### config.mk
export PLATFORM = sky130hd
export DESIGN_NAME = rsbs_seq
export DESIGN_NICKNAME = d
export VERILOG_FILES = /design/src/design/rsbs_pkg.sv /design/src/design/rsbs_seq.sv
export SDC_FILE = /design/constraint.sdc
export NUM_CORES = 1
export LEC_CHECK = 0
export ABC_AREA = 1
export BUFFER_PORTS_ARGS = -buffer_cell sky130_fd_sc_hd__buf_2
export CORE_MARGIN = 2
export CORE_UTILIZATION = 40
export CTS_CLUSTER_DIAMETER = 30
export DETAILED_ROUTE_END_ITERATION = 8
export PLACE_DENSITY = 0.7
export SETUP_SLACK_MARGIN = 0.3
export SYNTH_ARGS = -nofsm -noshare
export SYNTH_HDL_FRONTEND = slang
export SYNTH_SLANG_ARGS = --single-unit
### constraint.sdc
create_clock -name clk -period 6.9 [get_ports clk]
set_input_delay 0.69 -clock clk [delete_from_list [all_inputs] [get_ports clk]]
set_output_delay 0.69 -clock clk [all_outputs]
set_load 0.02 [all_outputs]
### src/design/rsbs_pkg.sv
// Shared types, codes and defaults for the row stack binary search block.
package rsbs_pkg;

    localparam int MAX_ROWS_DEF = 16;
    localparam int ROW_LEN_DEF  = 32;

    localparam int REQ_W = 3;
    localparam int STAT_W = 3;
    localparam int WORD_W = 32;
    localparam int OUTIDX_W = 5;

    localparam logic [REQ_W-1:0] REQ_APPEND = 3'd0;
    localparam logic [REQ_W-1:0] REQ_CLOSE  = 3'd1;
    localparam logic [REQ_W-1:0] REQ_POP    = 3'd2;
    localparam logic [REQ_W-1:0] REQ_PEEK   = 3'd3;
    localparam logic [REQ_W-1:0] REQ_SEARCH = 3'd4;
    localparam logic [REQ_W-1:0] REQ_CLEAR  = 3'd5;

    localparam logic [STAT_W-1:0] ST_OK       = 3'd0;
    localparam logic [STAT_W-1:0] ST_FOUND    = 3'd1;
    localparam logic [STAT_W-1:0] ST_NOTFOUND = 3'd2;
    localparam logic [STAT_W-1:0] ST_EMPTY    = 3'd3;
    localparam logic [STAT_W-1:0] ST_OVERFLOW = 3'd4;
    localparam logic [STAT_W-1:0] ST_EMPTYROW = 3'd5;

    typedef struct packed {
        logic [REQ_W-1:0]         req_type;
        logic signed [WORD_W-1:0] value;
    } cmd_t;

    typedef struct packed {
        logic [STAT_W-1:0]        status;
        logic signed [WORD_W-1:0] data;
        logic [OUTIDX_W-1:0]      position;
        logic [OUTIDX_W-1:0]      rows_below;
        logic [OUTIDX_W-1:0]      row_count;
        logic                     last;
    } res_t;

    typedef struct packed {
        logic elem_we;
        logic open_we;
        logic len_we;
    } mem_ctl_t;

endpackage

### src/design/rsbs_seq.sv
// Sequencer of the row stack with the shared probe compare unit and the result register.
module rsbs_seq #(
    parameter int MAX_ROWS = rsbs_pkg::MAX_ROWS_DEF,
    parameter int ROW_LEN  = rsbs_pkg::ROW_LEN_DEF,
    localparam int ELEMS   = MAX_ROWS * ROW_LEN,
    localparam int EA_W    = (ELEMS > 1) ? $clog2(ELEMS) : 1,
    localparam int IDX_W   = (ROW_LEN > 1) ? $clog2(ROW_LEN) : 1,
    localparam int ROWS_W  = (MAX_ROWS > 1) ? $clog2(MAX_ROWS) : 1,
    localparam int LEN_W   = $clog2(ROW_LEN + 1)
) (
    input  logic                               clk,
    input  logic                               rst_n,
    input  logic                               start,
    input  rsbs_pkg::cmd_t                     cmd,
    output logic                               busy,
    output logic                               res_valid,
    output rsbs_pkg::res_t                     res,
    output rsbs_pkg::mem_ctl_t                 ctl,
    output logic [EA_W-1:0]                    elem_waddr,
    output logic [EA_W-1:0]                    elem_raddr,
    output logic signed [rsbs_pkg::WORD_W-1:0] elem_wdata,
    input  logic signed [rsbs_pkg::WORD_W-1:0] elem_rdata,
    output logic [IDX_W-1:0]                   open_waddr,
    output logic [IDX_W-1:0]                   open_raddr,
    output logic signed [rsbs_pkg::WORD_W-1:0] open_wdata,
    input  logic signed [rsbs_pkg::WORD_W-1:0] open_rdata,
    output logic [ROWS_W-1:0]                  len_waddr,
    output logic [ROWS_W-1:0]                  len_raddr,
    output logic [LEN_W-1:0]                   len_wdata,
    input  logic [LEN_W-1:0]                   len_rdata
);

    localparam int DEP_W  = $clog2(MAX_ROWS + 1);
    localparam int SLW    = LEN_W + 1;

    localparam logic [2:0] S_IDLE  = 3'd0;
    localparam logic [2:0] S_COPY  = 3'd1;
    localparam logic [2:0] S_EMIT  = 3'd2;
    localparam logic [2:0] S_SROW  = 3'd3;
    localparam logic [2:0] S_PROBE = 3'd4;
    localparam logic [2:0] S_CMP   = 3'd5;

    logic [2:0]                         state_reg, state_next;
    logic [DEP_W-1:0]                   depth_reg, depth_next;
    logic [LEN_W-1:0]                   open_len_reg, open_len_next;
    logic                               res_valid_reg, res_valid_next;
    rsbs_pkg::res_t                     res_reg, res_next;
    logic signed [rsbs_pkg::WORD_W-1:0] key_reg, key_next;
    logic [ROWS_W-1:0]                  row_reg, row_next;
    logic [LEN_W-1:0]                   n_reg, n_next;
    logic [LEN_W-1:0]                   cnt_reg, cnt_next;
    logic                               rd_valid_reg, rd_valid_next;
    logic [IDX_W-1:0]                   rd_idx_reg, rd_idx_next;
    logic signed [SLW-1:0]              p_reg, p_next;
    logic signed [SLW-1:0]              k_reg, k_next;
    logic signed [SLW-1:0]              mid_reg, mid_next;
    logic signed [SLW-1:0]              mid_comb;
    logic signed [SLW-1:0]              span;
    logic [ROWS_W-1:0]                  top_row;
    logic [ROWS_W-1:0]                  rd_row;
    logic [IDX_W-1:0]                   rd_col;
    logic [ROWS_W-1:0]                  wr_row;
    logic                               emit_last;

    assign span     = k_reg - p_reg;
    assign mid_comb = p_reg + (span >>> 1);
    assign top_row  = ROWS_W'(depth_reg - DEP_W'(1));
    assign wr_row   = ROWS_W'(depth_reg);
    assign emit_last = ((LEN_W'(rd_idx_reg) + LEN_W'(1)) == n_reg);

    assign elem_raddr = EA_W'(rd_row * ROW_LEN) + EA_W'(rd_col);
    assign elem_waddr = EA_W'(wr_row * ROW_LEN) + EA_W'(rd_idx_reg);
    assign elem_wdata = open_rdata;
    assign open_waddr = IDX_W'(open_len_reg);
    assign open_wdata = cmd.value;
    assign open_raddr = IDX_W'(cnt_reg);
    assign len_waddr  = wr_row;
    assign len_wdata  = open_len_reg;

    always_comb
    begin
        state_next     = state_reg;
        depth_next     = depth_reg;
        open_len_next  = open_len_reg;
        res_valid_next = 1'b0;
        res_next       = '0;
        key_next       = key_reg;
        row_next       = row_reg;
        n_next         = n_reg;
        cnt_next       = cnt_reg;
        rd_valid_next  = 1'b0;
        rd_idx_next    = rd_idx_reg;
        p_next         = p_reg;
        k_next         = k_reg;
        mid_next       = mid_reg;
        ctl            = '0;
        len_raddr      = row_reg;
        rd_row         = row_reg;
        rd_col         = IDX_W'(cnt_reg);

        unique case (state_reg)
            S_IDLE:
            begin
                len_raddr = top_row;
                if (start)
                begin
                    key_next = cmd.value;
                    case (cmd.req_type)
                        rsbs_pkg::REQ_APPEND:
                        begin
                            res_valid_next = 1'b1;
                            res_next.last  = 1'b1;
                            if (open_len_reg == LEN_W'(ROW_LEN))
                            begin
                                res_next.status = rsbs_pkg::ST_OVERFLOW;
                            end
                            else
                            begin
                                ctl.open_we     = 1'b1;
                                open_len_next   = open_len_reg + LEN_W'(1);
                                res_next.status = rsbs_pkg::ST_OK;
                            end
                        end
                        rsbs_pkg::REQ_CLOSE:
                        begin
                            if (depth_reg == DEP_W'(MAX_ROWS))
                            begin
                                res_valid_next  = 1'b1;
                                res_next.last   = 1'b1;
                                res_next.status = rsbs_pkg::ST_OVERFLOW;
                            end
                            else if (open_len_reg == '0)
                            begin
                                ctl.len_we      = 1'b1;
                                depth_next      = depth_reg + DEP_W'(1);
                                res_valid_next  = 1'b1;
                                res_next.last   = 1'b1;
                                res_next.status = rsbs_pkg::ST_EMPTYROW;
                            end
                            else
                            begin
                                cnt_next   = '0;
                                state_next = S_COPY;
                            end
                        end
                        rsbs_pkg::REQ_POP, rsbs_pkg::REQ_PEEK:
                        begin
                            if (depth_reg == '0)
                            begin
                                res_valid_next  = 1'b1;
                                res_next.last   = 1'b1;
                                res_next.status = rsbs_pkg::ST_EMPTY;
                            end
                            else
                            begin
                                row_next = top_row;
                                n_next   = len_rdata;
                                if (cmd.req_type == rsbs_pkg::REQ_POP)
                                begin
                                    depth_next = depth_reg - DEP_W'(1);
                                end
                                if (len_rdata == '0)
                                begin
                                    res_valid_next  = 1'b1;
                                    res_next.last   = 1'b1;
                                    res_next.status = rsbs_pkg::ST_EMPTYROW;
                                end
                                else
                                begin
                                    cnt_next   = '0;
                                    state_next = S_EMIT;
                                end
                            end
                        end
                        rsbs_pkg::REQ_SEARCH:
                        begin
                            if (depth_reg == '0)
                            begin
                                res_valid_next  = 1'b1;
                                res_next.last   = 1'b1;
                                res_next.status = rsbs_pkg::ST_NOTFOUND;
                            end
                            else
                            begin
                                row_next   = top_row;
                                state_next = S_SROW;
                            end
                        end
                        rsbs_pkg::REQ_CLEAR:
                        begin
                            depth_next      = '0;
                            open_len_next   = '0;
                            res_valid_next  = 1'b1;
                            res_next.last   = 1'b1;
                            res_next.status = rsbs_pkg::ST_OK;
                        end
                        default:
                        begin
                        end
                    endcase
                end
            end
            S_COPY:
            begin
                ctl.elem_we = rd_valid_reg;
                if (cnt_reg < open_len_reg)
                begin
                    rd_valid_next = 1'b1;
                    rd_idx_next   = IDX_W'(cnt_reg);
                    cnt_next      = cnt_reg + LEN_W'(1);
                end
                else
                begin
                    ctl.len_we      = 1'b1;
                    depth_next      = depth_reg + DEP_W'(1);
                    open_len_next   = '0;
                    res_valid_next  = 1'b1;
                    res_next.last   = 1'b1;
                    res_next.status = rsbs_pkg::ST_OK;
                    state_next      = S_IDLE;
                end
            end
            S_EMIT:
            begin
                if (rd_valid_reg)
                begin
                    res_valid_next  = 1'b1;
                    res_next.status = rsbs_pkg::ST_OK;
                    res_next.data   = elem_rdata;
                    res_next.last   = emit_last;
                    if (emit_last)
                    begin
                        state_next = S_IDLE;
                    end
                end
                if (cnt_reg < n_reg)
                begin
                    rd_valid_next = 1'b1;
                    rd_idx_next   = IDX_W'(cnt_reg);
                    cnt_next      = cnt_reg + LEN_W'(1);
                end
            end
            S_SROW:
            begin
                p_next     = '0;
                k_next     = $signed({1'b0, len_rdata}) - SLW'(1);
                state_next = S_PROBE;
            end
            S_PROBE:
            begin
                rd_col = IDX_W'(mid_comb);
                if (p_reg <= k_reg)
                begin
                    mid_next   = mid_comb;
                    state_next = S_CMP;
                end
                else if (row_reg == '0)
                begin
                    res_valid_next  = 1'b1;
                    res_next.last   = 1'b1;
                    res_next.status = rsbs_pkg::ST_NOTFOUND;
                    state_next      = S_IDLE;
                end
                else
                begin
                    row_next   = row_reg - ROWS_W'(1);
                    state_next = S_SROW;
                end
            end
            S_CMP:
            begin
                if (elem_rdata == key_reg)
                begin
                    res_valid_next      = 1'b1;
                    res_next.last       = 1'b1;
                    res_next.status     = rsbs_pkg::ST_FOUND;
                    res_next.position   = rsbs_pkg::OUTIDX_W'(mid_reg);
                    res_next.rows_below = rsbs_pkg::OUTIDX_W'(row_reg);
                    state_next          = S_IDLE;
                end
                else
                begin
                    if (elem_rdata < key_reg)
                    begin
                        p_next = mid_reg + SLW'(1);
                    end
                    else
                    begin
                        k_next = mid_reg - SLW'(1);
                    end
                    state_next = S_PROBE;
                end
            end
            default:
            begin
                state_next = S_IDLE;
            end
        endcase

        res_next.row_count = rsbs_pkg::OUTIDX_W'(depth_next);
    end

    always_ff @(posedge clk or negedge rst_n)
    begin
        if (!rst_n)
        begin
            state_reg     <= S_IDLE;
            depth_reg     <= '0;
            open_len_reg  <= '0;
            res_valid_reg <= 1'b0;
            rd_valid_reg  <= 1'b0;
        end
        else
        begin
            state_reg     <= state_next;
            depth_reg     <= depth_next;
            open_len_reg  <= open_len_next;
            res_valid_reg <= res_valid_next;
            rd_valid_reg  <= rd_valid_next;
        end
    end

    always_ff @(posedge clk)
    begin
        res_reg    <= res_next;
        key_reg    <= key_next;
        row_reg    <= row_next;
        n_reg      <= n_next;
        cnt_reg    <= cnt_next;
        rd_idx_reg <= rd_idx_next;
        p_reg      <= p_next;
        k_reg      <= k_next;
        mid_reg    <= mid_next;
    end

    assign busy      = (state_reg != S_IDLE);
    assign res_valid = res_valid_reg;
    assign res       = res_reg;

endmodule

==> results.toml <==
[status]
status = "complete, no violations"

[cts]
clkLatencyLatePin_ns = 0.43
cts_max_path_buffers = 2
numCtsBuffers = 17
clock_sinks = 140
path_clk_slew_ns = 0.06
clock-root-buffer = "clkbuf_16"
cts_hold_buf = 0
cts_tree = "yes"
cts-htree-levels = 4
cts_resized = 0
post-cts-setup-buffers = 0

[floorplanning]
die_w_um = 147
die_h_um = 147
start_util_pct = 40.4
dieArea_um2 = 21500
core-area_um2 = 20100
placementRows = 52
io_pins = 270

[yosys]
seq_area_frac_synth_pct = 44.6
synth_cell_type_count = 44
syn_area_per_cell_um2 = 8.69
synth_edf_count = 74
synth-seq-cells = 140
yosysWarnings = 0
async_flop_share_pct = 11.4
synth_cells = 935
syn-cell-area_um2 = 8130
yosys_most_used_dff = "edfxtp_1"
synth_fp_nets = 1110

[global_routing]
grt_pass1_vias = 6027
grt_use_total_pct = 18.3
grt_max_degree = 37
grt_pass1_wl_mm = 30.8
antenna_found_initial = 0
gr-total-overflow = 0

[worst_setup_path]
worstSetupPathType = "flip-flop to output port"
cp_top_family = "adder cells"
crit_chain = "ha_1 > inv_1 > fa_1 > ha_1 > fa_1 > nand3_1 > nand2_1 > xor2_1 > nand2_1 > o21ai_0 > buf_2"
cp.required_ns = 6.21
crit_cells = 11
critPathBufInv = 2
end_kind = "output port"
crit_path_top_delay_cell = "fa_1"
r2r_cells = 12
critPathMaxFanout = 2
startpoint_type = "flip-flop"
critical_path_arrival_ns = 2.85
slowest_delay_ns = 0.42

[pwr]
power_frac_comb_pct = 41.6
ir_drop_mv = 0.285
total_power_mw = 3.75
p_int_mw = 2.16
clockPowerShare_pct = 24.0
p_leak_nw = 4.85
p_switching_mw = 1.59
cellPowerDensity_nw_per_um2 = 399
seq_power_share_pct = 34.4
p_sw_share_pct = 42.3

[final_layout]
drive_above_1_share_pct = 25.1
largest_reg_flops = 50
nNetsFinal = 1240
syn_to_final_growth_pct = 15.4
nFillCells = 1937
diodes = 0

[flow_run]
max_cap_viol_count = 0

[sta]
period_needed_ns = 3.54
tns_ns = 0
worstMarginPinSlew_ns = 1.04
setup_viol = 0
slew_violations = 0
hold_viol = 0
fin_crit_sh_pct = 51.3
rsz0062_at_grt = "no"
max_freq_ghz = 0.282
fin_skew_ns = 0.0133
max-slew-margin-rel_pct = 30.5

[route]
wire_per_inst_um = 14.4
ant_nets = 0
routed_wl_mm = 19.4
drc = 0
first_iter_violations = 406
firstDrtPassIters = 7
vias_per_cell = 4.66
vias = 6286

[placed_design]
place_hpwl_mm = 15.5
io_buffer_count = 204
finalWeightedCongestion = 0.872

[hold_path]
min_path_type = "input pin to asynchronous set/reset pin"
synthesized netlist by cell type, types with 3 or more instances:
cell type | n | area, µm²
nor2_1 | 95 | 357
inv_2 | 11 | 41.3
nand3_2 | 3 | 30.0
nand4_1 | 13 | 81.3
xnor2_1 | 9 | 78.8
nor2_2 | 3 | 18.8
o21ai_1 | 4 | 20.0
xor2_1 | 26 | 228
buf_2 | 6 | 30.0
a31oi_1 | 5 | 31.3
edfxtp_1 | 74 | 2220
dfrtp_1 | 16 | 400
o22ai_1 | 3 | 18.8
nand2_1 | 144 | 541
a21o_1 | 3 | 22.5
inv_1 | 157 | 589
buf_4 | 84 | 631
dfxtp_1 | 50 | 1000
nor3_2 | 3 | 30.0
o21ai_0 | 39 | 195
nand3_1 | 47 | 235
nor3_1 | 9 | 45.0
nand2_2 | 3 | 18.8
ha_1 | 65 | 813
a21oi_1 | 35 | 175
final timing paths:
kind,start,to,slack (ns)
hold / removal,rst_n,res_valid,0.20
hold reg to reg,depth_reg[4],res[5],0.57
max in group asynchronous,rst_n,depth_reg[2],6.39
setup / recovery,p_reg[0],elem_raddr[4],3.36
min in group clk,cmd[10],key_reg[10],0.45
setup reg to reg,p_reg[0],mid_reg[6],4.12
logic make-up after synthesis:
group | count (synthesis) | share of synthesized area [%]
xor gates and xnor gates | 35 | 3.77
adders and majority gates | 67 | 10.5
and+or+nand+nor | 331 | 18.1
other | 1 | 0.0461
buffers and inverters | 261 | 16.2
DFF | 140 | 44.6
AOI/OAI and AO/OA | 100 | 6.79
stage by stage:
stage | instance area [µm²] | hold WS [ns] | worst slack, ns | util [%] | cells
after floorplan | 8130 | 0.394 | 3.96 | - | 935
after global placement | 8800 | 0.560 | 3.84 | 43.8 | 1316
after detailed placement | 8800 | 0.554 | 3.78 | 43.8 | 1316
after CTS | 9380 | 0.196 | 3.32 | 46.7 | 1348
after global routing | 9380 | 0.206 | 3.17 | 46.7 | 1348
final | 9380 | 0.203 | 3.36 | 46.7 | 1348
routing by layer:
metal / global-route usage [%] / part of all wire (%) / up-vias
li1: - / - / 3188
met2: 30.0 / 48 / 209
met5: 0 / 0 / -
met1: 23.7 / 43 / 2868
met4: 5.83 / 1.5 / 0
met3: 4.88 / 7.2 / 21
cell usage in the layout, fill, tap and decap left out, types with 2 or more instances in the layout:
cell,count
buf_2,204
inv_1,157
nand2_1,144
nor2_1,95
edfxtp_1,74
ha_1,65
dfxtp_1,50
nand3_1,47
o21ai_0,39
a21oi_1,35
xor2_1,26
clkbuf_16,18
dfrtp_1,16
nand4_1,13
inv_2,11
xnor2_1,9
nor3_1,9
a31oi_1,5
o21ai_1,4
clkinvlp_4,4
nor2_2,3
nand3_2,3
nor3_2,3
a21o_1,3
nand2_2,3
o22ai_1,3
inv_6,3
nor2_4,2
nand2_4,2
o21ai_2,2
nor3_4,2
nor4_1,2
o21a_1,2
a21oi_2,2
fa_1,2
inv_4,2
clkinv_4,2
power groups by stage:
| stage | Combinational, mW | Clock, mW | Sequential [mW] |
|---|---|---|---|
| after floorplan | 1.13 | 0 | 1.34 |
| after global placement | 1.52 | 0 | 1.30 |
| after detailed placement | 1.56 | 0 | 1.31 |
| after CTS | 1.57 | 0.918 | 1.29 |
| after global routing | 1.75 | 0.953 | 1.32 |
| final | 1.56 | 0.898 | 1.29 |
final cells by class:
cell class / instances / area [µm²] / area share (%)
sequential: 140 / 3620 / 38.6
multi-input combinational: 534 / 3190 / 34.0
timing repair buffer: 204 / 1020 / 10.9
inverter: 168 / 631 / 6.72
clock buffer: 18 / 450 / 4.80
tap: 270 / 338 / 3.60
clock inverter: 14 / 133 / 1.41
worst register-to-register path, cell delays in order, from the launching register on:
cell and delay, ns:
edfxtp_1 0.40, ha_1 0.23, inv_1 0.07, fa_1 0.42, ha_1 0.23, fa_1 0.41, nand3_1 0.10, nand2_1 0.08
nand2_1 0.06, nand2_1 0.09, a21oi_1 0.16, xor2_1 0.18, xor2_1 0.08
Note: power is estimated with default switching activity, not from simulation.
